## src/hdl/hdcn_pkg.sv

```systemverilog
`timescale 1ns / 1ps

package hdcn_pkg;

   localparam logic [2:0] ACT_CONNECT    = 3'd0;
   localparam logic [2:0] ACT_DISCONNECT = 3'd1;
   localparam logic [2:0] ACT_SET_WANTED = 3'd2;
   localparam logic [2:0] ACT_REQUEST    = 3'd3;
   localparam logic [2:0] ACT_ACCEPTED   = 3'd4;
   localparam logic [2:0] ACT_REPORT     = 3'd5;

   localparam logic [1:0] KIND_NONE = 2'd0;
   localparam logic [1:0] KIND_GET  = 2'd1;
   localparam logic [1:0] KIND_SET  = 2'd2;

   localparam logic [7:0] CSR_SHORT_ID   = 8'd0;
   localparam logic [7:0] CSR_LONG_ID    = 8'd1;
   localparam logic [7:0] CSR_FEATURE_ID = 8'd2;
   localparam logic [7:0] CSR_CONTROL_ID = 8'd3;

   localparam logic [7:0] DEV_INDEX        = 8'hff;
   localparam logic [7:0] SW_ID            = 8'h02;
   localparam logic [7:0] ROOT_INDEX       = 8'h00;
   localparam logic [3:0] SET_REPORTING_FN = 4'd3;
   localparam logic [7:0] FLAGS_ON         = 8'h03;
   localparam logic [7:0] FLAGS_OFF        = 8'h02;
   localparam logic [7:0] ERR_MARK         = 8'hff;
   localparam logic [7:0] ERR_MIN_POS      = 8'd4;
   localparam logic [7:0] POS_MAX          = 8'd255;

   localparam logic [7:0]  RST_SHORT_ID   = 8'd16;
   localparam logic [7:0]  RST_LONG_ID    = 8'd17;
   localparam logic [15:0] RST_FEATURE_ID = 16'd6916;
   localparam logic [15:0] RST_CONTROL_ID = 16'd86;

   typedef struct packed {
      logic [7:0]  short_report_id;
      logic [7:0]  long_report_id;
      logic [15:0] feature_id;
      logic [15:0] control_id;
   } cfg_type;

   typedef struct packed {
      logic [2:0] action;
      logic       wanted_flag;
      logic [1:0] sent_kind;
      logic       accepted_flag;
      logic [7:0] report_number;
      logic [7:0] data_byte;
      logic       last_byte;
   } item_type;

   typedef struct packed {
      logic        claims_control;
      logic        control_held;
      logic        press_toggled;
      logic        consumed;
      logic        report_done;
      logic [47:0] command_bytes;
      logic [1:0]  command_kind;
      logic        command_valid;
   } result_type;

endpackage

```

## src/hdl/hdcn_csr.sv

```systemverilog
`timescale 1ns / 1ps

module hdcn_csr (
   input  logic             clock,
   input  logic             reset,
   input  logic             csr_valid,
   input  logic [7:0]       csr_index,
   input  logic [15:0]      csr_data,
   output hdcn_pkg::cfg_type cfg
);
   import hdcn_pkg::*;

   cfg_type cfg_ff;
   cfg_type cfg_in;

   always_comb begin
      cfg_in = cfg_ff;
      if (csr_valid) begin
         case (csr_index)
            CSR_SHORT_ID:   cfg_in.short_report_id = csr_data[7:0];
            CSR_LONG_ID:    cfg_in.long_report_id  = csr_data[7:0];
            CSR_FEATURE_ID: cfg_in.feature_id      = csr_data;
            CSR_CONTROL_ID: cfg_in.control_id      = csr_data;
            default:        cfg_in = cfg_ff;
         endcase
      end
   end

   always_ff @(posedge clock) begin
      if (reset) begin
         cfg_ff.short_report_id <= RST_SHORT_ID;
         cfg_ff.long_report_id  <= RST_LONG_ID;
         cfg_ff.feature_id      <= RST_FEATURE_ID;
         cfg_ff.control_id      <= RST_CONTROL_ID;
      end else begin
         cfg_ff <= cfg_in;
      end
   end

   assign cfg = cfg_ff;

endmodule

```

## src/hdl/hdcn_core.sv

```systemverilog
`timescale 1ns / 1ps

module hdcn_core (
   input  logic                clock,
   input  logic                reset,
   input  logic                step,
   input  hdcn_pkg::item_type  item,
   input  hdcn_pkg::cfg_type   cfg,
   output hdcn_pkg::result_type result
);
   import hdcn_pkg::*;

   typedef struct packed {
      logic        link_up;
      logic        divert_wanted;
      logic        feature_refused;
      logic [7:0]  feature_slot;
      logic [1:0]  awaiting_kind;
      logic        divert_applied;
      logic        pending_on;
      logic        held_state;
      logic [7:0]  byte_position;
      logic [31:0] header_bytes;
      logic [7:0]  id_high_byte;
      logic        id_seen;
      logic        scan_stopped;
   } state_type;

   state_type st_ff;
   state_type st_in;

   function automatic logic error_reply(input logic [7:0] p, input logic [7:0] b1,
                                        input logic [7:0] b2, input logic [7:0] b3,
                                        input logic [7:0] feat, input logic [3:0] fn);
      error_reply = (p >= ERR_MIN_POS) && (b1 == ERR_MARK) && (b2 == feat) &&
                    (b3[7:4] == fn) && (b3[3:0] == SW_ID[3:0]);
   endfunction

   always_comb begin
      logic [7:0]  p;
      logic [1:0]  hdr_idx;
      logic [7:0]  b1;
      logic [7:0]  b2;
      logic [7:0]  b3;
      logic [15:0] cid;
      logic        prior_held;
      logic        now_held;
      logic        taken;

      st_in  = st_ff;
      result = '0;
      p       = st_ff.byte_position;
      hdr_idx = 2'(p - 8'd1);
      b1 = '0;
      b2 = '0;
      b3 = '0;
      cid = '0;
      prior_held = 1'b0;
      now_held = 1'b0;
      taken = 1'b0;

      case (item.action)
         ACT_CONNECT, ACT_DISCONNECT: begin
            st_in = '0;
            st_in.divert_wanted = st_ff.divert_wanted;
            st_in.link_up = (item.action == ACT_CONNECT);
         end
         ACT_SET_WANTED: begin
            if (st_ff.divert_wanted != item.wanted_flag) begin
               st_in.divert_wanted = item.wanted_flag;
               if (item.wanted_flag) st_in.feature_refused = 1'b0;
            end
         end
         ACT_REQUEST: begin
            if (st_ff.link_up && st_ff.awaiting_kind == KIND_NONE) begin
               if (st_ff.feature_slot == 8'd0) begin
                  if (st_ff.divert_wanted && !st_ff.feature_refused) begin
                     result.command_valid = 1'b1;
                     result.command_kind  = KIND_GET;
                     result.command_bytes = {DEV_INDEX, ROOT_INDEX, SW_ID,
                                             cfg.feature_id, 8'd0};
                  end
               end else if (st_ff.divert_applied != st_ff.divert_wanted) begin
                  st_in.pending_on     = st_ff.divert_wanted;
                  result.command_valid = 1'b1;
                  result.command_kind  = KIND_SET;
                  result.command_bytes = {DEV_INDEX, st_ff.feature_slot,
                                          SET_REPORTING_FN, SW_ID[3:0], cfg.control_id,
                                          st_ff.divert_wanted ? FLAGS_ON : FLAGS_OFF};
               end
            end
         end
         ACT_ACCEPTED: begin
            if (item.accepted_flag &&
                (item.sent_kind == KIND_GET || item.sent_kind == KIND_SET))
               st_in.awaiting_kind = item.sent_kind;
         end
         ACT_REPORT: begin
            if (p >= 8'd1 && p <= 8'd4)
               st_in.header_bytes[{hdr_idx, 3'b000} +: 8] = item.data_byte;
            if (!st_ff.scan_stopped && p >= 8'd3) begin
               if (p[0]) begin
                  st_in.id_high_byte = item.data_byte;
               end else begin
                  cid = {st_ff.id_high_byte, item.data_byte};
                  if (cid == 16'd0) st_in.scan_stopped = 1'b1;
                  else if (cid == cfg.control_id) st_in.id_seen = 1'b1;
               end
            end

            if (item.last_byte) begin
               result.report_done = 1'b1;
               b1 = st_in.header_bytes[7:0];
               b2 = st_in.header_bytes[15:8];
               b3 = st_in.header_bytes[23:16];
               if (st_ff.link_up &&
                   (item.report_number == cfg.short_report_id ||
                    item.report_number == cfg.long_report_id) &&
                   (st_ff.divert_wanted || st_ff.divert_applied ||
                    st_ff.awaiting_kind != KIND_NONE || st_ff.feature_slot != 8'd0)) begin
                  result.consumed = 1'b1;
                  if (st_ff.awaiting_kind == KIND_GET) begin
                     if (error_reply(p, b1, b2, b3, ROOT_INDEX, 4'd0)) begin
                        st_in.feature_refused = 1'b1;
                        st_in.awaiting_kind   = KIND_NONE;
                        taken = 1'b1;
                     end else if (p >= 8'd3 && b1 == ROOT_INDEX && b2[7:4] == 4'd0 &&
                                  b2[3:0] == SW_ID[3:0]) begin
                        st_in.feature_slot    = b3;
                        st_in.feature_refused = (b3 == 8'd0);
                        st_in.awaiting_kind   = KIND_NONE;
                        taken = 1'b1;
                     end
                  end
                  if (st_ff.awaiting_kind == KIND_SET) begin
                     if (error_reply(p, b1, b2, b3, st_ff.feature_slot,
                                     SET_REPORTING_FN)) begin
                        if (st_ff.pending_on) begin
                           st_in.feature_refused = 1'b1;
                           st_in.divert_applied  = 1'b0;
                        end
                        st_in.awaiting_kind = KIND_NONE;
                        taken = 1'b1;
                     end else if (p >= 8'd2 && b1 == st_ff.feature_slot &&
                                  b2[7:4] == SET_REPORTING_FN &&
                                  b2[3:0] == SW_ID[3:0]) begin
                        prior_held = st_ff.held_state;
                        st_in.divert_applied = st_ff.pending_on;
                        if (!st_ff.pending_on) st_in.held_state = 1'b0;
                        st_in.awaiting_kind = KIND_NONE;
                        result.press_toggled = (prior_held != st_in.held_state);
                        taken = 1'b1;
                     end
                  end
                  if (!taken && st_ff.feature_slot != 8'd0 && p >= 8'd2 &&
                      b1 == st_ff.feature_slot && b2[7:4] == 4'd0) begin
                     now_held = st_in.id_seen && st_ff.divert_applied;
                     if (now_held != st_ff.held_state) begin
                        st_in.held_state     = now_held;
                        result.press_toggled = 1'b1;
                     end
                  end
               end
               st_in.byte_position = '0;
               st_in.header_bytes  = '0;
               st_in.id_high_byte  = '0;
               st_in.id_seen       = 1'b0;
               st_in.scan_stopped  = 1'b0;
            end else if (st_ff.byte_position < POS_MAX) begin
               st_in.byte_position = st_ff.byte_position + 8'd1;
            end
         end
         default: st_in = st_ff;
      endcase

      result.control_held   = st_in.held_state;
      result.claims_control = st_in.link_up && st_in.divert_applied;
   end

   always_ff @(posedge clock) begin
      if (reset) begin
         st_ff <= '0;
      end else if (step) begin
         st_ff <= st_in;
      end
   end

endmodule

```

## src/hdl/hid_control_divert_negotiator.sv

```systemverilog
`timescale 1ns / 1ps

// Negotiates control diversion with a vendor HID device, one event
// transaction at a time. A transaction is taken every cycle while the rsp
// side is not stalled: it passes through the input register into the event
// logic, whose result loads the result register that offers it on the rsp
// side; that register also holds a result while the rsp side stalls. The
// event logic computes the next protocol state combinationally, so
// back-to-back transactions are handled at full rate when the rsp side does
// not stall. Configuration writes are always accepted and take effect on the next cycle.
module hid_control_divert_negotiator (
   input  logic        clock,
   input  logic        reset,
   // tdata: wanted_flag[0], sent_kind[2:1], accepted_flag[3],
   //        report_number[11:4], data_byte[19:12], zero[23:20]
   input  logic        req_tvalid,
   output logic        req_tready,
   input  logic [23:0] req_tdata,
   // tuser: action[2:0]
   input  logic [2:0]  req_tuser,
   input  logic        req_tlast,
   // tdata: command_valid[0], command_kind[2:1], command_bytes[50:3],
   //        report_done[51], consumed[52], press_toggled[53],
   //        control_held[54], claims_control[55]
   output logic        rsp_tvalid,
   input  logic        rsp_tready,
   output logic [55:0] rsp_tdata,
   input  logic        csr_valid,
   output logic        csr_ready,
   input  logic [7:0]  csr_index,
   input  logic [15:0] csr_data
);
   import hdcn_pkg::*;

   cfg_type    cfg;
   item_type   item_ff;
   item_type   item_in;
   logic       in_valid_ff;
   logic       in_valid_in;
   result_type core_result;
   result_type rsp_ff;
   result_type rsp_in;
   logic       rsp_valid_ff;
   logic       rsp_valid_in;
   logic       advance;
   logic       req_take;

   assign csr_ready  = 1'b1;
   assign advance    = in_valid_ff && (!rsp_valid_ff || rsp_tready);
   assign req_tready = !in_valid_ff || advance;
   assign req_take   = req_tvalid && req_tready;

   always_comb begin
      item_in = item_ff;
      if (req_take) begin
         item_in.action        = req_tuser;
         item_in.wanted_flag   = req_tdata[0];
         item_in.sent_kind     = req_tdata[2:1];
         item_in.accepted_flag = req_tdata[3];
         item_in.report_number = req_tdata[11:4];
         item_in.data_byte     = req_tdata[19:12];
         item_in.last_byte     = req_tlast;
      end
   end

   assign in_valid_in  = req_take || (in_valid_ff && !advance);
   assign rsp_valid_in = advance || (rsp_valid_ff && !rsp_tready);
   assign rsp_in       = advance ? core_result : rsp_ff;

   hdcn_csr u_csr (
      .clock     (clock),
      .reset     (reset),
      .csr_valid (csr_valid),
      .csr_index (csr_index),
      .csr_data  (csr_data),
      .cfg       (cfg)
   );

   hdcn_core u_core (
      .clock  (clock),
      .reset  (reset),
      .step   (advance),
      .item   (item_ff),
      .cfg    (cfg),
      .result (core_result)
   );

   always_ff @(posedge clock) begin
      if (reset) begin
         in_valid_ff  <= 1'b0;
         rsp_valid_ff <= 1'b0;
      end else begin
         in_valid_ff  <= in_valid_in;
         rsp_valid_ff <= rsp_valid_in;
      end
   end

   always_ff @(posedge clock) begin
      item_ff <= item_in;
      rsp_ff  <= rsp_in;
   end

   assign rsp_tvalid = rsp_valid_ff;
   assign rsp_tdata  = rsp_ff;

   a_cmd_kind : assert property (@(posedge clock) disable iff (reset)
      rsp_valid_ff && rsp_ff.command_valid |->
         (rsp_ff.command_kind == KIND_GET || rsp_ff.command_kind == KIND_SET))
      else $error("command issued without a kind");

   a_report_fields : assert property (@(posedge clock) disable iff (reset)
      rsp_valid_ff && !rsp_ff.report_done |-> !rsp_ff.consumed && !rsp_ff.press_toggled)
      else $error("report flags set outside a report end");

   a_advance_loads : assert property (@(posedge clock) disable iff (reset)
      advance |=> rsp_valid_ff)
      else $error("processed transaction lost its result");

   a_no_overrun : assert property (@(posedge clock) disable iff (reset)
      rsp_valid_ff && !rsp_tready |-> !advance)
      else $error("result register overwritten while stalled");

endmodule
```

## config.mk

```make
export PLATFORM = sky130hd
export DESIGN_NAME = hid_control_divert_negotiator
export DESIGN_NICKNAME = d
export VERILOG_FILES = /design/src/hdl/hdcn_pkg.sv /design/src/hdl/hdcn_csr.sv /design/src/hdl/hdcn_core.sv /design/src/hdl/hid_control_divert_negotiator.sv
export SDC_FILE = /design/constraint.sdc
export NUM_CORES = 1
export LEC_CHECK = 0
export ABC_AREA = 1
export ABC_CLOCK_PERIOD_IN_PS = 2700
export BUFFER_PORTS_ARGS = -buffer_cell sky130_fd_sc_hd__buf_2
export CAP_MARGIN = 20
export CORE_ASPECT_RATIO = 1.75
export CORE_MARGIN = 2
export CORE_UTILIZATION = 48
export DETAILED_ROUTE_END_ITERATION = 8
export PLACE_DENSITY = 0.8
export REMOVE_ABC_BUFFERS = 1
export SETUP_SLACK_MARGIN = 0.4
export SLEW_MARGIN = 20
export SYNTH_ARGS = -nofsm -noshare
export SYNTH_HDL_FRONTEND = slang
export SYNTH_SLANG_ARGS = --single-unit
```

## constraint.sdc

```tcl
create_clock -name clock -period 2.7 [get_ports clock]
set_clock_uncertainty 0.2 [all_clocks]
set_input_delay 0.405 -clock clock [delete_from_list [all_inputs] [get_ports clock]]
set_output_delay 0.405 -clock clock [all_outputs]
set_load 0.05 [all_outputs]
```

# After elaboration in Yosys (flattened, before gate mapping)
# Index checks and enable logic that the tools add are counted.
[word_totals] reg_bits=196 in_bits=57 out_inout_bits=59 elab_cells=243
[classes] addsub=3 order_cmp=6 eq_ne=43 shifts=2 n_mux=74 reduce_logical=80
[ops] cell="51-bit two-way mux" count=3
[ops] cell="51-bit case mux with 2 select lines" count=1
[ops] cell="32-bit two-way mux" count=2
[ops] cell="1-bit two-way mux" count=45
[ops] cell="42-bit two-way mux" count=1
[ops] cell="8-bit zero test" count=5
[ops] cell="32-bit bitwise mux" count=1
[ops] cell="8-bit == test" count=4
[ops] cell="8-bit two-way mux" count=4
[ops] cell="8-bit by 7-bit variable shift with 32-bit output, first input constant" count=1
[ops] cell="8-bit by 7-bit variable part select with 32-bit output" count=1
[ops] cell="1-bit logical AND" count=30
[ops] cell="12-bit two-way mux" count=2
[ops] cell="11-bit two-way mux" count=2
[ops] cell="10-bit two-way mux" count=2
[ops] cell="16-bit == test" count=1
[ops] cell="4-bit by 2-bit == test with 1-bit output, second input constant" count=4
[ops] cell="8-bit by 2-bit == test with 1-bit output, second input constant" count=2
[ops] cell="8-bit by 2-bit >= comparator with 1-bit output, second input constant" count=2
[ops] cell="16-bit zero test" count=1
[ops] cell="8-bit case mux with 2 select lines" count=1
[ops] cell="3-bit by 2-bit inequality test with 1-bit output, second input constant" count=5
[ops] cell="5-bit AND reduction" count=3
[ops] cell="2-bit by 1-bit inequality test with 1-bit output, second input constant" count=7
[ops] cell="36 further kinds" count=78

# Depth between registers and ports, before layout
[logic_depth] word_depth=28 ltp_mapped=24 mapped_depth_nobuf=23

# Hierarchy
# Synthesis repeated with hierarchy kept, for this count alone.
[hier_totals] hier_cells=1286 hier_area_um2=9783.1
[modules_own_cells] module="hdcn_core" instances=1 cells_per_inst=905 area_each_um2=5205.0 seq_area_each_um2=1161.1
[modules_own_cells] module="hid_control_divert_negotiator" instances=1 cells_per_inst=94 area_each_um2=2504.9 seq_area_each_um2=2442.3
[modules_own_cells] module="hdcn_csr" instances=1 cells_per_inst=287 area_each_um2=2073.2 seq_area_each_um2=960.9

# Worst setup path after synthesis
# Ideal clock, no wire load.
[synth_path] kind="register to register" from="register u_core.st_ff[42] (netlist bit)" to="register rsp_ff, in the netlist rsp_tdata[55], data pin" setup_ns=0.263 t_arrival_ns=2.333 t_required_ns=2.237 slack_ns=-0.097 path_stages_with_launch=17 n_path_buf=1 period_less_slack_ns=2.797 path_cell_list="dfxtp_1 -> inv_1 -> ha_1 -> buf_2 -> nand2_1 -> nor2_1 -> nand4_4 -> nand2_4 -> xor2_1 -> nand3_1 -> nor2_1 -> nand2_1 -> nand3b_1 -> nand2_1 -> nand2_1 -> nand3_1 -> a21oi_1"
[synth_rtl] element="from (decl)" line="hdcn_core.sv:29" source="state_type st_ff;"
[synth_rtl] element="from (signal assigned)" line="hdcn_core.sv:184" source="st_ff <= st_in;"
[synth_rtl] element="to (signal assigned)" line="hid_control_divert_negotiator.sv:100" source="rsp_ff <= rsp_in;"
[synth_rtl] element="to (decl)" line="hid_control_divert_negotiator.sv:41" source="result_type rsp_ff;"

==> flow_metrics.tcl <==
set metrics [dict create \
    dp_hpwl_um 20490 \
    antenna_cells 0 \
    reg2reg_to "rsp_tdata[54]" \
    synth-edff-count 57 \
    cts.root.buffer_cell "clkbuf_16" \
    netlist-cell-type-count 60 \
    die_x_um 107.0 \
    portBuffers 99 \
    r2r-start "u_core.st_ff[43]" \
    critPathLaunchType "register" \
    status "finished with violations" \
    holdPathStages 3 \
    yosys_register_bits 165 \
    yosysTopAreaCell "dfxtp_1" \
    mostFrequentLayoutCells "nand2_1 (248), nor2_1 (117), buf_4 (112)" \
    fmax_mhz 346.4 \
    nNetsFinal 1458 \
    violations "negative setup slack" \
    p_sw_share_pct 28.34 \
    slowest_delay_ns 0.34 \
    design.core.area_um2 18420 \
    power_density_nw_per_um2 491.6 \
    setup_viol 16 \
    crit_path_end_kind "register" \
    cts.sinks 165 \
    routed_wl_um 28560 \
    synthArstFlopShare_pct 0 \
    worstHoldStart "csr_data[8]" \
    grt_pass1_wl_um 43340 \
    slew_headroom_pct 52.35 \
    num_io_pins 116 \
    synth_area_um2 8917 \
    ys_seq_area_share_pct 43.44 \
    yosys_most_used_dff "dfxtp_1" \
    p_int_uw 4123 \
    path_common_cell "nand2_1" \
    setup_ws_ns -0.1868 \
    postSynthAreaPerCell_um2 7.628 \
    fin_crit_ns 2.887 \
    slew_viol_final 0 \
    reg2reg_slack_ns -0.19 \
    path_max_fanout 5 \
    power.leakage_uw 0.004984 \
    hold_violations 0 \
    slowest_stage "dfxtp_2" \
    ant_nets 0 \
    mostFrequentLayoutCell "nand2_1" \
    gp_congestion 0.9938 \
    path_class "reg -> reg" \
    p_sw_uw 1631 \
    first_global_vias 8771 \
    num_vias 8962 \
    grt_max_degree 53 \
    cap_violations 0 \
    worstSkewPairLatency_ns 0.44 \
    netlist.area_leader.share_pct 24.25 \
    wl_per_cell_um 17.35 \
    area_growth_pct 31.26 \
    ys_top_cells_by_area "dfxtp_1 (24%), edfxtp_1 (19%), nand2_1 (11%), nor2_1 (6.1%), inv_1 (4.8%)" \
    clockBufferDepth 2 \
    p_clk_share_pct 39.1 \
    cts_tree "done" \
    rsz0062_at_grt "true" \
    hold_end "u_csr.cfg[24]" \
    ir_drop_mv 0.4450 \
    postLayoutCoreUtil_pct 63.56 \
    overflow 0 \
    firstDrtPassIters 6 \
    worstPathRequired_ns 2.70 \
    comb_power_share_pct 14.4 \
    drt_iter0_drc 469 \
    worst-r2r-cell-count 23 \
    grt_use_total_pct 28.82 \
    synthCells 1169 \
    drc 0 \
    rows 66 \
    avgViaCountPerCell 5.445 \
    seq_power_share_pct 46.5 \
    antenna_found_initial 0 \
    min_path_type "in -> reg" \
    clk_pin_slew_ns 0.07 \
    fin_tns_setup_ns -1.887 \
    fin_crit_sh_pct 106.9 \
    numCtsBuffers 17 \
    die_y_um 184.3 \
    yosysWarnings 0 \
    layout-drive-gt1-share_pct 30.61 \
    crit_arrival_ns 2.88 \
    dieArea_um2 19730 \
    crit_chain "inv_4 -> ha_4 -> clkinv_4 -> nand2_4 -> nand2_4 -> a21oi_4 -> buf_6 -> buf_4 -> nand2_2 -> nand2_4 -> inv_2 -> nor2_4 -> nand2_2 -> nor2_1 -> nand3_1 -> nand2_2 -> nand2_2 -> nand2_1 -> nand2_1 -> nand3_1 -> nand2_1 -> nand2_1 -> nand2_1" \
    htree_levels 4 \
    start_util_pct 48.42 \
    tightest_slew_ns 0.7140 \
]
## Yosys cell counts, types with 4 or more instances
cell type and instances:
dfxtp_1 108, clkinv_1 5, nor2_1 146, nor3_1 11, o22ai_1 8, xnor2_1 18, buf_2 6, a21oi_1 77
clkbuf_1 20, nand3b_1 4, o211ai_1 11, nand4_1 29, inv_1 115, buf_4 26, o21ai_1 9, nand2_2 20
buf_6 5, nand2_4 8, ha_1 6, inv_2 10, nand2_1 269, xor2_1 10, o21ai_0 69, edfxtp_1 57
nor2_2 10, nand3_1 54, nor4_1 6
## logic make-up after synthesis
| logic type | share of synthesized area [%] |
|---|---|
| flops | 43.44 |
| fa+ha+maj | 0.8418 |
| buf+inv | 9.794 |
| compound gates | 12.36 |
| simple gates | 30.73 |
| xor+xnor | 2.750 |
| other cells | 0.08422 |
## worst max-delay path by stage
stage	startpoint	endpoint	slack, ns	cells past startpoint
floorplan	rsp_tdata[49]	rsp_tdata[0]	-1.23	0
global placement	u_core.st_ff[43]	rsp_tdata[55]	-0.24	18
detailed placement	u_core.st_ff[42]	rsp_tdata[55]	-0.32	15
CTS	u_core.st_ff[43]	u_core.st_ff[59]	-0.11	18
global route	u_core.st_ff[43]	rsp_tdata[54]	-0.36	23
finish	u_core.st_ff[43]	rsp_tdata[54]	-0.19	23
## metal layers
metal	track usage, %	vias up	part of all wire (%)
met1	27.05	4158	33
met5	0	-	0
met2	52.94	392	53
li1	-	4265	-
met3	4.031	147	4.7
met4	25.51	0	8.9
## state kept, by name, indices dropped and copies added, names as in the netlist
| name | flops |
|---|---|
| u_csr.cfg | 48 |
| u_core.st_ff | 58 |
| rsp_tdata | 33 |
| rsp_tvalid | 1 |
| item_ff | 24 |
| in_valid_ff | 1 |
## final cells by class
| cell class | instances | area, um2 |
|---|---|---|
| clock inverters | 11 | 78.83 |
| flip-flops and latches | 165 | 3879 |
| fillers | 1469 | 6710 |
| inverters | 131 | 509.2 |
| multi-input cells | 825 | 4636 |
| well taps | 238 | 297.8 |
| clock buffers | 21 | 450.4 |
| repair buffers | 255 | 1854 |
## power by group through the flow
stage	sequential [uW]	combinational, uW	clock (uW)
3_5_place_dp	2720	699	0
2_1_floorplan	2800	332	0
5_1_grt	2680	880	2360
6_report	2680	826	2250
3_3_place_gp	2720	693	0
4_1_cts	2670	769	2250
## metrics by stage
| stage | instance area [um2] | setup WS, ns | total power, uW | hold slack (ns) | instances |
|---|---|---|---|---|---|
| final | 11710 | -0.1868 | 5754 | 0.01387 | 1646 |
| after global routing | 11710 | -0.3563 | 5917 | 0.03076 | 1646 |
| after global placement | 10300 | -0.2357 | 3416 | 0.2312 | 1574 |
| after detailed placement | 10300 | -0.3203 | 3423 | 0.2427 | 1574 |
| after CTS | 11410 | -0.1061 | 5693 | 0.004602 | 1636 |
| after floorplan | 8578 | -1.231 | 3131 | 0.2266 | 1121 |
## critical path, delay by kind of cell, from the launching register on
kind | cells | cell delay, ns
and+or+nand+nor | 16 | 1.24
AOI/OAI and AO/OA | 1 | 0.21
adders and majority gates | 1 | 0.16
DFF | 1 | 0.34
buffers and inverters | 5 | 0.50
## timing repair
action / CTS / global route
pin swaps: 32 / 29
setup buffers: 6 / 10
hold endpoints to repair: 24 / 0
resized for setup: 88 / 63
hold buffers: 24 / 0
endpoints found under the setup margin: 55 / 57
Note: power is estimated with default switching activity, not from simulation.
